[config.mk]
export PLATFORM = sky130hd
export DESIGN_NAME = imu_serial_frame_decoder_core
export DESIGN_NICKNAME = d
export VERILOG_FILES = /design/src/hw/rtl/imusfd_pkg.sv /design/src/hw/rtl/imusfd_sync.sv /design/src/hw/rtl/imusfd_scale.sv /design/src/hw/rtl/imu_serial_frame_decoder_core.sv
export SDC_FILE = /design/constraint.sdc
export NUM_CORES = 1
export LEC_CHECK = 0
export CAP_MARGIN = 20
export CELL_PAD_IN_SITES_DETAIL_PLACEMENT = 0
export CELL_PAD_IN_SITES_GLOBAL_PLACEMENT = 1
export CORE_MARGIN = 8
export CORE_UTILIZATION = 35
export CTS_CLUSTER_SIZE = 28
export DETAILED_ROUTE_END_ITERATION = 6
export DONT_BUFFER_PORTS = 1
export MAX_ROUTING_LAYER = met4
export PLACE_DENSITY_LB_ADDON = 0.1
export SYNTH_ARGS = -nofsm -noshare
export SYNTH_HDL_FRONTEND = slang
export SYNTH_SLANG_ARGS = --single-unit
[constraint.sdc]
create_clock -name clk_i -period 9.4 [get_ports clk_i]
set_input_delay 0.47 -clock clk_i [delete_from_list [all_inputs] [get_ports clk_i]]
set_output_delay 0.47 -clock clk_i [all_outputs]
set_load 0.02 [all_outputs]
[src/hw/rtl/imusfd_pkg.sv]
// Shared types and constants of the inertial sensor serial frame decoder.
package imusfd_pkg;

  // Widths of the result fields.
  localparam int unsigned AXIS_W = 25;
  localparam int unsigned TEMP_W = 17;
  localparam int unsigned RAW_W  = 16;

  // Frame kinds as reported on the output.
  localparam logic [1:0] KIND_ACCEL = 2'd0;
  localparam logic [1:0] KIND_GYRO  = 2'd1;
  localparam logic [1:0] KIND_ANGLE = 2'd2;

  // One completed frame as captured by the sync stage.
  typedef struct packed {
    logic [1:0]              kind;
    logic signed [RAW_W-1:0] raw_x;
    logic signed [RAW_W-1:0] raw_y;
    logic signed [RAW_W-1:0] raw_z;
    logic signed [RAW_W-1:0] raw_t;
    logic [7:0]              sum;
  } frame_t;

  // One scaled result.
  typedef struct packed {
    logic [1:0]               kind;
    logic signed [AXIS_W-1:0] axis_x;
    logic signed [AXIS_W-1:0] axis_y;
    logic signed [AXIS_W-1:0] axis_z;
    logic signed [TEMP_W-1:0] temp_q8;
    logic [7:0]               sum;
  } result_t;

endpackage

[src/hw/rtl/imusfd_sync.sv]
// Header hunt, type check and payload capture for the eleven-byte frame.
module imusfd_sync (
  input  logic                clk_i,
  input  logic                rst_ni,
  input  logic                byte_vld_i,
  input  logic [7:0]          byte_i,
  output logic                frame_vld_o,
  output imusfd_pkg::frame_t  frame_o
);

  localparam logic [1:0] PH_HUNT    = 2'd0;
  localparam logic [1:0] PH_TYPE    = 2'd1;
  localparam logic [1:0] PH_COLLECT = 2'd2;

  localparam logic [7:0] HDR_BYTE   = 8'h55;
  localparam logic [7:0] TYPE_FIRST = 8'h51;
  localparam logic [7:0] TYPE_LAST  = 8'h53;
  localparam logic [3:0] POS_SUM    = 4'd8;

  logic [1:0] phase_q, phase_d;
  logic [3:0] pos_q, pos_d;
  logic [1:0] kind_q, kind_d;
  logic [7:0] payload_q [8];
  logic       pay_we;
  logic       type_ok;
  logic [7:0] kind_wide;

  assign type_ok   = (byte_i >= TYPE_FIRST) && (byte_i <= TYPE_LAST);
  assign kind_wide = byte_i - TYPE_FIRST;

  // Next-state logic, advanced once per accepted beat.
  always_comb begin
    phase_d     = phase_q;
    pos_d       = pos_q;
    kind_d      = kind_q;
    pay_we      = 1'b0;
    frame_vld_o = 1'b0;
    if (byte_vld_i) begin
      case (phase_q)
        PH_TYPE: begin
          if (type_ok) begin
            kind_d  = kind_wide[1:0];
            pos_d   = '0;
            phase_d = PH_COLLECT;
          end else if (byte_i != HDR_BYTE) begin
            phase_d = PH_HUNT;
          end
        end
        PH_COLLECT: begin
          if (pos_q < POS_SUM) begin
            pay_we = 1'b1;
            pos_d  = pos_q + 4'd1;
          end else begin
            frame_vld_o = 1'b1;
            phase_d     = PH_HUNT;
            pos_d       = '0;
          end
        end
        default: begin
          // Hunting; the unused phase code behaves the same way.
          phase_d = (byte_i == HDR_BYTE) ? PH_TYPE : PH_HUNT;
        end
      endcase
    end
  end

  // Control state.
  always_ff @(posedge clk_i or negedge rst_ni) begin
    if (!rst_ni) begin
      phase_q <= PH_HUNT;
      pos_q   <= '0;
      kind_q  <= '0;
    end else begin
      phase_q <= phase_d;
      pos_q   <= pos_d;
      kind_q  <= kind_d;
    end
  end

  // Payload bytes; all eight are written before the sum byte reads them.
  always_ff @(posedge clk_i) begin
    if (pay_we) begin
      payload_q[pos_q[2:0]] <= byte_i;
    end
  end

  // Little-endian words of the frame, with the sum byte taken as it arrives.
  always_comb begin
    frame_o.kind  = kind_q;
    frame_o.raw_x = {payload_q[1], payload_q[0]};
    frame_o.raw_y = {payload_q[3], payload_q[2]};
    frame_o.raw_z = {payload_q[5], payload_q[4]};
    frame_o.raw_t = {payload_q[7], payload_q[6]};
    frame_o.sum   = byte_i;
  end

  // A frame is only issued on the sum byte of a collected frame.
  a_frame_on_sum: assert property (@(posedge clk_i) disable iff (!rst_ni)
    frame_vld_o |-> (phase_q == PH_COLLECT) && (pos_q == POS_SUM))
    else $error("frame issued outside the sum byte");

  // The byte position never runs past the sum byte.
  a_pos_range: assert property (@(posedge clk_i) disable iff (!rst_ni)
    pos_q <= POS_SUM)
    else $error("byte position out of range");

  // A valid type byte always starts collection at position zero.
  a_type_start: assert property (@(posedge clk_i) disable iff (!rst_ni)
    (byte_vld_i && (phase_q == PH_TYPE) && type_ok)
      |=> (phase_q == PH_COLLECT) && (pos_q == 4'd0))
    else $error("type byte did not start collection");

endmodule

[src/hw/rtl/imusfd_scale.sv]
// Axis gain and temperature scaling, with one product register stage.
module imusfd_scale (
  input  logic                 clk_i,
  input  logic                 rst_ni,
  input  logic                 adv_i,
  input  logic                 frame_vld_i,
  input  imusfd_pkg::frame_t   frame_i,
  output logic                 vld_o,
  output imusfd_pkg::result_t  res_o
);

  localparam int unsigned PROD_W     = 38;
  localparam logic [22:0] TEMP_RECIP = 23'd6316129;   // ceil(2^29 / 85)
  localparam int unsigned RECIP_SH   = 23;            // 29 less the factor 64
  localparam logic signed [imusfd_pkg::TEMP_W-1:0] TEMP_OFFSET = 17'sd9280;

  // Raw word times the gain of the frame kind, built from shifts and adds.
  function automatic logic signed [imusfd_pkg::AXIS_W-1:0] axis_gain(
    input logic signed [imusfd_pkg::RAW_W-1:0] raw,
    input logic [1:0]                          kind
  );
    logic signed [imusfd_pkg::AXIS_W-1:0] r;
    logic signed [imusfd_pkg::AXIS_W-1:0] p;
    r = {{(imusfd_pkg::AXIS_W-imusfd_pkg::RAW_W){raw[imusfd_pkg::RAW_W-1]}}, raw};
    case (kind)
      imusfd_pkg::KIND_ACCEL: p = r <<< 2;
      imusfd_pkg::KIND_GYRO:  p = (r <<< 9) - (r <<< 4) + (r <<< 2);
      imusfd_pkg::KIND_ANGLE: p = (r <<< 5) + (r <<< 3) + (r <<< 2) + r;
      default:                p = '0;
    endcase
    return p;
  endfunction

  logic                                 vld_q;
  logic [1:0]                           kind_q;
  logic signed [imusfd_pkg::AXIS_W-1:0] ax_q, ay_q, az_q;
  logic                                 tneg_q;
  logic [PROD_W-1:0]                    tprod_q;
  logic [7:0]                           sum_q;

  logic [imusfd_pkg::RAW_W-1:0]         t_mag;
  logic [PROD_W-1:0]                    tprod_d;
  logic [imusfd_pkg::TEMP_W-1:0]        t_quot;

  // Magnitude of the temperature word; the most negative word gives 32768.
  assign t_mag   = frame_i.raw_t[imusfd_pkg::RAW_W-1] ?
                   (~frame_i.raw_t + 16'd1) : frame_i.raw_t;
  assign tprod_d = {{(PROD_W-imusfd_pkg::RAW_W){1'b0}}, t_mag} *
                   {{(PROD_W-23){1'b0}}, TEMP_RECIP};

  // Product stage control.
  always_ff @(posedge clk_i or negedge rst_ni) begin
    if (!rst_ni) begin
      vld_q <= 1'b0;
    end else if (adv_i) begin
      vld_q <= frame_vld_i;
    end
  end

  // Product stage payload.
  always_ff @(posedge clk_i) begin
    if (adv_i && frame_vld_i) begin
      kind_q  <= frame_i.kind;
      ax_q    <= axis_gain(frame_i.raw_x, frame_i.kind);
      ay_q    <= axis_gain(frame_i.raw_y, frame_i.kind);
      az_q    <= axis_gain(frame_i.raw_z, frame_i.kind);
      tneg_q  <= frame_i.raw_t[imusfd_pkg::RAW_W-1];
      tprod_q <= tprod_d;
      sum_q   <= frame_i.sum;
    end
  end

  // Quotient of |raw|*256/340, then sign and offset; truncation is toward zero.
  assign t_quot = {2'b00, tprod_q[RECIP_SH+14:RECIP_SH]};

  always_comb begin
    res_o.kind    = kind_q;
    res_o.axis_x  = ax_q;
    res_o.axis_y  = ay_q;
    res_o.axis_z  = az_q;
    res_o.temp_q8 = tneg_q ? (TEMP_OFFSET - $signed(t_quot))
                           : (TEMP_OFFSET + $signed(t_quot));
    res_o.sum     = sum_q;
  end

  assign vld_o = vld_q;

endmodule

[src/hw/rtl/imu_serial_frame_decoder_core.sv]
// Top level of the inertial sensor serial frame decoder.
//
//   channel  dir  beat content                                   width
//   s_axis   in   tdata: rx_byte                                 8
//   m_axis   out  tuser: frame_kind; tdata: axes, temp, sum      2 / 104
//
// One received byte is taken per cycle. A frame result passes from its sum byte
// through the product register of the scaler and then the output register.
// Bytes that complete no frame leave no result.
// Reset clears the sync state and the valid bits; payload registers are not
// reset. While the output register holds an untaken result and the product
// stage is also full, s_axis_tready_o is low; otherwise bytes keep flowing.
module imu_serial_frame_decoder_core (
  input  logic         clk_i,
  input  logic         rst_ni,
  input  logic         s_axis_tvalid_i,
  output logic         s_axis_tready_o,
  input  logic [7:0]   s_axis_tdata_i,   // [7:0] rx_byte
  output logic         m_axis_tvalid_o,
  input  logic         m_axis_tready_i,
  output logic [103:0] m_axis_tdata_o,   // [24:0] axis_x, [49:25] axis_y,
                                         // [74:50] axis_z, [91:75] temperature_q8,
                                         // [99:92] received_sum, [103:100] zero
  output logic [1:0]   m_axis_tuser_o    // [1:0] frame_kind
);

  logic                byte_vld;
  logic                frame_vld;
  imusfd_pkg::frame_t  frame;
  logic                p_vld;
  imusfd_pkg::result_t p_res;
  logic                out_adv;
  logic                p_adv;

  logic                m_vld_q;
  imusfd_pkg::result_t m_res_q;

  // Stage advance: each stage moves when the next one is empty or draining.
  assign out_adv         = !m_vld_q || m_axis_tready_i;
  assign p_adv           = !p_vld || out_adv;
  assign s_axis_tready_o = p_adv;
  assign byte_vld        = s_axis_tvalid_i && s_axis_tready_o;

  imusfd_sync u_sync (
    .clk_i      (clk_i),
    .rst_ni     (rst_ni),
    .byte_vld_i (byte_vld),
    .byte_i     (s_axis_tdata_i),
    .frame_vld_o(frame_vld),
    .frame_o    (frame)
  );

  imusfd_scale u_scale (
    .clk_i      (clk_i),
    .rst_ni     (rst_ni),
    .adv_i      (p_adv),
    .frame_vld_i(frame_vld),
    .frame_i    (frame),
    .vld_o      (p_vld),
    .res_o      (p_res)
  );

  // Output register control.
  always_ff @(posedge clk_i or negedge rst_ni) begin
    if (!rst_ni) begin
      m_vld_q <= 1'b0;
    end else if (out_adv) begin
      m_vld_q <= p_vld;
    end
  end

  // Output register payload.
  always_ff @(posedge clk_i) begin
    if (out_adv && p_vld) begin
      m_res_q <= p_res;
    end
  end

  assign m_axis_tvalid_o = m_vld_q;
  assign m_axis_tuser_o  = m_res_q.kind;
  assign m_axis_tdata_o  = {4'b0000, m_res_q.sum, m_res_q.temp_q8,
                            m_res_q.axis_z, m_res_q.axis_y, m_res_q.axis_x};

  // With both stages full and the output stalled, no byte may be taken.
  a_stall_blocks_input: assert property (@(posedge clk_i) disable iff (!rst_ni)
    (m_vld_q && !m_axis_tready_i && p_vld) |-> !s_axis_tready_o)
    else $error("byte accepted while the result path is full");

  // A frame issued on the sum byte shows up in the product stage next cycle.
  a_frame_enters_stage: assert property (@(posedge clk_i) disable iff (!rst_ni)
    frame_vld |=> p_vld)
    else $error("frame lost on its way into the product stage");

  // A result in the product stage is moved into a free output register.
  a_result_moves: assert property (@(posedge clk_i) disable iff (!rst_ni)
    (p_vld && out_adv) |=> m_vld_q)
    else $error("result lost on its way to the output register");

endmodule

==> reports/qor.csv, run 1 <==
metric,value,unit
wl_per_cell,19.6,µm
worst_ep_required_time,9690,ps
core,68200,µm²
syn_to_final_growth,9.62,%
yosys_most_used_dff,edfxtp_1,
nNetsFinal,2796,
async_flop_share,3.61,%
die-area,77200,µm²
r2r_slack,2110,ps
worst-r2r-cell-count,22,
overflow,0,
cts_buffers,34,
hp-start,m_axis_tready_i,
rsz0062_at_grt,no,
drc,0,
ys_seq_elements,277,
critPathArrivalTime,7580,ps
worstSetupStartpointType,flip-flop,
setup_ws,2110,ps
clkPwrFrac,50.2,%
hp-class,in2reg,
use_met3,2.64,%
fin_skew,19.2,ps
end_kind,flip-flop,
synth_area_per_cell,10.4,µm²
drv_cap,0,
htreeDepth,2,
max_stage_delay,640,ps
clk_pin_slew,70,ps
p_int,2.17,mW
cts_tree,built,
p_comb_share,1.0,%
gp_congestion,0.834,
finalWirelength,63600,µm
clock_latency,550,ps
finalInstanceArea,26300,µm²
report.final.slew_viol_count,0,
hold_depth,2,
crit_path_cell_trace,or3_1 -> or3_1 -> or4_1 -> nor4_1 -> ha_1 -> inv_1 -> ha_1 -> inv_1 -> fa_1 -> fa_1 -> inv_1 -> fa_1 -> fa_1 -> ha_1 -> a21oi_1 -> or3b_1 -> o21ai_2 -> o21ai_1 -> o211ai_1 -> a21boi_1 -> o21ai_1 -> xnor2_1,
grt_pass1_vias,17300,
post_dp_cell_area,25000,µm²
place_ws,2060,ps
hpwl,47100,µm
grt_max_degree,68,
p_sw_share,21.1,%
multi_input_area,14600,µm²
synthCells,2316,
post_cts_buffers,0,
gr-usage-met2,27.9,%
fp.dieW,278,µm
critPathMostFrequentCell,fa_1,
grt_usage,16.8,%
busiest_layer,met2,
grt_pass1_wl,100000,µm
worstReg2RegEnd,u_scale.tprod_q[37]$_DFFE_PP_,
setup_violations,0,
via_per_inst,5.20,
hold_violations,0,
synth_edf_count,267,
drtPass1Iterations,5,
p_switching,581,µW
pwr_density_cell,105,nW/µm²
ant_nets,0,
worst_path_max_delay_cell,nor4_1,
cp_max_fo,4,
fill_cells,6735,
yosysSeqAreaShare,34.5,%
antenna_found_initial,2,
setup-tns-final,0,ps
clk_root_buffer_cell,clkbuf_16,
met1_usage,21.7,%
fmax,137,MHz
status,"complete, no violations",
start_util,35.2,%
synth_cell_types,84,
clockBufferDepth,3,
p_leak,11.2,nW
io_buffers,0,
vdd_drop_max,0.102,mV
die_h,278,µm
fin_crit_sh,77.5,%
dr.first_iter.drc_count,823,
vias,16900,
min_period,7290,ps
power_frac_seq,48.8,%
syn-cell-area,24000,µm²
ioPinCount,120,
yosysWarnings,0,
drive_gt1_share,4.50,%
worst-slew-pin-transition,963,ps
regArea,8270,µm²
min_to,m_axis_tvalid_o$_DFFE_PN0P_,
clock-sinks,277,
core.rowCount,96,
slew_headroom,35.8,%
critPathKind,reg2reg,
crit-reg2reg-launch,u_sync.payload_q[6][3]$_DFFE_PP_,
per-stage QoR:
stage / util (%) / hold slack (ps) / std cells / total power [mW]
global placement: 36.7 / 175 / 3169 / 1.38
global route: 38.6 / 111 / 3240 / 2.85
finish: 38.6 / 114 / 3242 / 2.75
floorplan: - / 174 / 2319 / 1.38
detailed placement: 36.7 / 175 / 3170 / 1.38
CTS: 38.5 / 78.5 / 3239 / 2.82
cell usage in the layout, fill, tap and decap left out, types with 21 or more instances in the layout:
| cell type | netlist | routed |
|---|---|---|
| a21oi_1 | 163 | 163 |
| fa_1 | 113 | 113 |
| ha_1 | 337 | 337 |
| nand3_1 | 34 | 34 |
| a21o_1 | 74 | 74 |
| and3_1 | 21 | 21 |
| xor2_1 | 70 | 70 |
| inv_1 | 266 | 266 |
| o21ai_0 | 100 | 100 |
| clkbuf_16 | 0 | 35 |
| nor2_1 | 142 | 141 |
| nand2_1 | 113 | 112 |
| nor3_1 | 31 | 31 |
| edfxtp_1 | 267 | 267 |
| o21a_1 | 21 | 21 |
| o21bai_1 | 24 | 24 |
| nand2b_1 | 37 | 37 |
| mux2i_1 | 29 | 29 |
| xnor2_1 | 121 | 121 |
| o22ai_1 | 43 | 43 |
registers in the layout, indices dropped and copies added, names as in the netlist:
name / count
m_axis_tdata_o: 100
m_axis_tuser_o: 2
m_axis_tvalid_o: 1
u_scale.ax_q: 25
u_scale.ay_q: 25
u_scale.az_q: 25
u_scale.kind_q: 2
u_scale.sum_q: 8
u_scale.tneg_q: 1
u_scale.tprod_q: 15
u_scale.vld_o: 1
u_sync.kind_q: 2
u_sync.payload_q: 64
u_sync.phase_q: 2
u_sync.pos_q: 4
power groups by stage:
stage	Sequential (mW)	Combinational [mW]	Clock, mW
after floorplan	1.37	0.0120	0
final	1.34	0.0276	1.38
after global placement	1.37	0.0148	0
after global routing	1.34	0.0298	1.48
after CTS	1.34	0.0284	1.45
after detailed placement	1.37	0.0148	0
kinds of logic (layout without fill, tap and decap cells):
group	count (synthesis)	after routing	synth area share, %
fa+ha+maj	450	450	27.0
other cells	1	6	0.0156
compound gates	578	578	15.7
xor+xnor	191	191	6.97
buf+inv	310	349	4.91
simple gates	478	478	9.63
mux	31	31	1.30
flops	277	277	34.5
worst max-delay path, delay by kind of cell, from the launching register on:
family	cells	cell delay [ps]
AND/OR/NAND/NOR	5	2280
buffers and inverters	3	200
XOR/XNOR	1	100
AO/OA/AOI/OAI	6	1190
adder cells (fa/ha/maj)	7	2850
flip-flops	1	440
cell type report:
| class | count | share of cell area, % |
|---|---|---|
| clock inverters | 23 | 1.08 |
| clock buffers | 37 | 3.36 |
| repair buffers | 22 | 0.694 |
| well taps | 882 | 4.19 |
| flip-flops and latches | 277 | 31.4 |
| diodes | 2 | 0.0190 |
| multi-input cells | 1732 | 55.4 |
| inverters | 267 | 3.81 |
cell usage after synthesis, drive strengths merged, types with 11 or more instances:
library cell | number | area share, %
fa | 113 | 9.4
or2 | 14 | 0.36
o21a | 21 | 0.66
o21bai | 24 | 0.75
nand3 | 34 | 0.71
a31oi | 17 | 0.44
nor3 | 31 | 0.65
a21boi | 11 | 0.34
nand2b | 37 | 0.96
or3 | 15 | 0.39
and3 | 21 | 0.55
clkbuf | 33 | 0.52
a21oi | 164 | 3.4
a21o | 74 | 2.3
a211oi | 19 | 0.62
edfxtp | 267 | 33
inv | 267 | 4.2
nand2 | 113 | 1.8
xnor2 | 121 | 4.4
nand4 | 16 | 0.42
o22ai | 43 | 1.1
o211ai | 14 | 0.44
o21ai | 107 | 2.2
nor2 | 142 | 2.2
ha | 337 | 18
nor2b | 18 | 0.47
mux2i | 29 | 1.2
xor2 | 70 | 2.6
what timing repair did:
item	4_1_cts	5_1_grt
endpoints found under the hold margin	83	0
hold buffers	9	0
gates resized for setup	0	0
how the worst max path moves through the flow:
stage | startpoint | endpoint | slack [ps] | depth (start not counted)
floorplan | u_sync.payload_q[6][3]$_DFFE_PP_ | u_scale.tprod_q[30]$_DFFE_PP_ | 2810 | 22
global placement | u_sync.payload_q[6][3]$_DFFE_PP_ | u_scale.tprod_q[37]$_DFFE_PP_ | 2220 | 22
detailed placement | u_sync.payload_q[6][3]$_DFFE_PP_ | u_scale.tprod_q[37]$_DFFE_PP_ | 2060 | 22
CTS | u_sync.payload_q[6][3]$_DFFE_PP_ | u_scale.tprod_q[37]$_DFFE_PP_ | 2060 | 22
global route | u_sync.payload_q[6][3]$_DFFE_PP_ | u_scale.tprod_q[37]$_DFFE_PP_ | 1750 | 23
finish | u_sync.payload_q[6][3]$_DFFE_PP_ | u_scale.tprod_q[37]$_DFFE_PP_ | 2110 | 22
per-layer routing:
| metal | vias up | part of all wire, % |
|---|---|---|
| li1 | 8366 | - |
| met4 | 0 | 1.8 |
| met1 | 8212 | 47 |
| met3 | 67 | 3.8 |
| met2 | 218 | 48 |
| met5 | - | 0 |
Power figures use the tool's default switching activity.
==> run 2: changes to the inputs <==
--- a/config.mk
+++ b/config.mk
@@ -5,6 +5,7 @@
 export SDC_FILE = /design/constraint.sdc
 export NUM_CORES = 1
 export LEC_CHECK = 0
+export ABC_AREA = 1
 export CAP_MARGIN = 20
 export CELL_PAD_IN_SITES_DETAIL_PLACEMENT = 0
 export CELL_PAD_IN_SITES_GLOBAL_PLACEMENT = 1
==> constraint.sdc (replaced) <==
create_clock -name clk_i -period 7.1 [get_ports clk_i]
set_input_delay 0.355 -clock clk_i [delete_from_list [all_inputs] [get_ports clk_i]]
set_output_delay 0.355 -clock clk_i [all_outputs]
set_load 0.02 [all_outputs]
==> reports/qor.csv, run 2 <==
metric,value,unit,change
status,"complete, no violations",,unchanged
hp-class,in2reg,,unchanged
synth_area_leaders,"edfxtp_1 (31%), ha_1 (16%), fa_1 (8.6%), nand2_1 (8.5%), inv_1 (6.2%)",,"was edfxtp_1 (33%), ha_1 (18%), fa_1 (9.4%), xnor2_1 (4.4%), inv_1 (4.2%)"
io_buffers,0,,unchanged
overflow,0,,unchanged
min_to,u_sync.kind_q[1]$_DFFE_PN0P_,,was m_axis_tvalid_o$_DFFE_PN0P_
grt_pass1_wl,131000,µm,was 100000 µm
hpwl,66700,µm,was 47100 µm
pwr_density_cell,126,nW/µm²,was 105 nW/µm²
fmax,162,MHz,was 137 MHz
drv_cap,0,,unchanged
die_h,290,µm,was 278 µm
worstReg2RegEnd,u_scale.tprod_q[30]$_DFFE_PP_,,was u_scale.tprod_q[37]$_DFFE_PP_
place_ws,904,ps,was 2060 ps
ys_seq_elements,277,,unchanged
cts_tree,built,,unchanged
syn-cell-area,26200,µm²,was 24000 µm²
layout_common_cells,"nand2_1 (590), inv_1 (431), ha_1 (337)",,"was ha_1 (337), edfxtp_1 (267), inv_1 (266)"
drtPass1Iterations,7,,was 5
clk_root_buffer_cell,clkbuf_16,,unchanged
fin_cells,4143,,was 3242
setup_ws,918,ps,was 2110 ps
synthTopCellsByCount,"nand2_1 (591), inv_1 (431), ha_1 (337)",,"was ha_1 (337), edfxtp_1 (267), inv_1 (266)"
cp_max_fo,5,,was 4
critPathArrivalTime,6500,ps,was 7580 ps
end_kind,flip-flop,,unchanged
crit-reg2reg-launch,u_sync.payload_q[6][0]$_DFFE_PP_,,was u_sync.payload_q[6][3]$_DFFE_PP_
yosysTopAreaCell,edfxtp_1,,unchanged
post_dp_cell_area,27400,µm²,was 25000 µm²
slew_headroom,31.4,%,was 35.8%
finalInstanceArea,28700,µm²,was 26300 µm²
rsz0062_at_grt,no,,unchanged
core,74300,µm²,was 68200 µm²
vdd_drop_max,0.160,mV,was 0.102 mV
gp_congestion,0.905,,was 0.834
fp.dieW,290,µm,was 278 µm
fill_cells,7681,,was 6735
vias,21300,,was 16900
worst-slew-pin-transition,1020,ps,was 963 ps
clock-sinks,277,,unchanged
synth_area_per_cell,8.42,µm²,was 10.4 µm²
min_period,6180,ps,was 7290 ps
dp_cells,4067,,was 3170
clockBufferDepth,3,,unchanged
hp-start,s_axis_tdata_i[0],,was m_axis_tready_i
max_stage_delay,630,ps,was 640 ps
async_flop_share,3.61,%,unchanged
synth_edf_count,267,,unchanged
hold_depth,3,,was 2
grt_usage,20.7,%,was 16.8%
clk_pin_slew,60,ps,was 70 ps
setup-tns-final,0,ps,unchanged
finalWirelength,84500,µm,was 63600 µm
syn_to_final_growth,9.39,%,was 9.62%
r2r_slack,920,ps,was 2110 ps
fin_skew,24.3,ps,was 19.2 ps
cts_buffers,35,,was 34
yosys_most_used_dff,edfxtp_1,,unchanged
core.rowCount,100,,was 96
post_cts_buffers,0,,unchanged
dr.first_iter.drc_count,1261,,was 823
hold_ws,75.7,ps,was 114 ps
nNetsFinal,3607,,was 2796
worst_ep_required_time,7410,ps,was 9690 ps
yosysSeqAreaShare,31.6,%,was 34.5%
drc,0,,unchanged
antenna_found_initial,2,,unchanged
drive_gt1_share,5.33,%,was 4.50%
layout_commonest_cell,nand2_1,,was ha_1
hold_violations,0,,unchanged
htreeDepth,2,,unchanged
synthCells,3113,,was 2316
yosysMostFrequentCell,nand2_1,,was ha_1
setup_violations,0,,unchanged
wl_per_cell,20.4,µm,was 19.6 µm
ant_nets,0,,unchanged
worstSetupStartpointType,flip-flop,,unchanged
start_util,35.3,%,was 35.2%
yosysWarnings,0,,unchanged
via_per_inst,5.15,,was 5.20
die-area,83900,µm²,was 77200 µm²
worst_path_max_delay_cell,fa_1,,was nor4_1
grt_pass1_vias,21800,,was 17300
finalPower,3.60,mW,was 2.75 mW
critPathKind,reg2reg,,unchanged
worst-r2r-cell-count,30,,was 22
report.final.slew_viol_count,0,,unchanged
fin_crit_sh,87.1,%,was 77.5%
largest_reg_flops,100,,unchanged
synthDominantCellAreaShare,30.6,%,was 33.4%
ioPinCount,120,,unchanged
synth_cell_types,61,,was 84
grt_max_degree,63,,was 68
p_leak,12.8,nW,was 11.2 nW
critPathMostFrequentCell,nand2_1,,was fa_1
fin_util,38.6,%,about the same
clock_latency,570,ps,was 550 ps
-- run 2: cell types whose count changed after synthesis, sizes merged, moves of 96 or more --
cell   before  now
nand2     113  606
inv       267  438
nand3      34  191
nor2      142  252
a21oi     164  273
o21ai     107  203
-- run 2: worst max-delay path by stage --
stage | slack (ps) | startpoint | to
after floorplan | 1050 | m_axis_tvalid_o$_DFFE_PN0P_ | m_axis_tdata_o[0]$_DFFE_PP_
after global placement | 930 | u_sync.payload_q[6][0]$_DFFE_PP_ | u_scale.tprod_q[30]$_DFFE_PP_
after detailed placement | 900 | u_sync.payload_q[6][0]$_DFFE_PP_ | u_scale.tprod_q[30]$_DFFE_PP_
after CTS | 880 | u_sync.payload_q[6][0]$_DFFE_PP_ | u_scale.tprod_q[30]$_DFFE_PP_
after global routing | 370 | u_sync.payload_q[6][0]$_DFFE_PP_ | u_scale.tprod_q[30]$_DFFE_PP_
final | 920 | u_sync.payload_q[6][0]$_DFFE_PP_ | u_scale.tprod_q[30]$_DFFE_PP_
-- run 2: cell type report --
cell class / count / area [µm²] / area share [%]
flip-flops and latches: 277 / 8270 / 28.8
inverters: 441 / 1660 / 5.78
clock inverters: 17 / 224 / 0.781
repair buffers: 22 / 190 / 0.664
well taps: 969 / 1210 / 4.23
diodes: 2 / 5.00 / 0.0175
clock buffers: 47 / 941 / 3.28
multi-input cells: 2368 / 16200 / 56.4
-- run 2: power by group --
part           switching (mW)  leakage, nW  internal, mW  total [mW]
sequential           0.000269         2.52          1.77        1.77
clock                   0.734        0.550          1.06        1.79
combinational          0.0269         9.77       0.00669      0.0336
-- run 2: cells by family (layout without fill, tap and decap cells) --
kind of cell / after synthesis / after routing / synth area share [%]
AOI/OAI and AO/OA: 606 / 606 / 13.2
xor gates and xnor gates: 102 / 102 / 3.44
adders and majority gates: 450 / 450 / 24.7
buffers and inverters: 471 / 527 / 6.88
DFF: 277 / 277 / 31.6
other: 1 / 6 / 0.0143
and+or+nand+nor: 1206 / 1206 / 20.2
-- run 2: worst max-delay path, delay by kind of cell (launching register included) --
kind | cells | cell delay (ps)
simple gates | 13 | 1390
xor+xnor | 1 | 350
buf+inv | 7 | 610
fa+ha+maj | 8 | 3030
flops | 1 | 500
compound gates | 1 | 80
-- run 2: repair_timing --
item | CTS | global route
hold buffers | 10 | 0
hold endpoints to repair | 85 | 0
gates resized for setup | 0 | 0
-- run 2: per-layer routing --
layer  GRT usage, %  routed length (µm)  up-vias
met3           3.06                4030       77
met1           27.5               40100    10100
met2           33.8               38900      412
met4           3.92                1440        0
li1               -                   -    10700
met5              -                   0        -
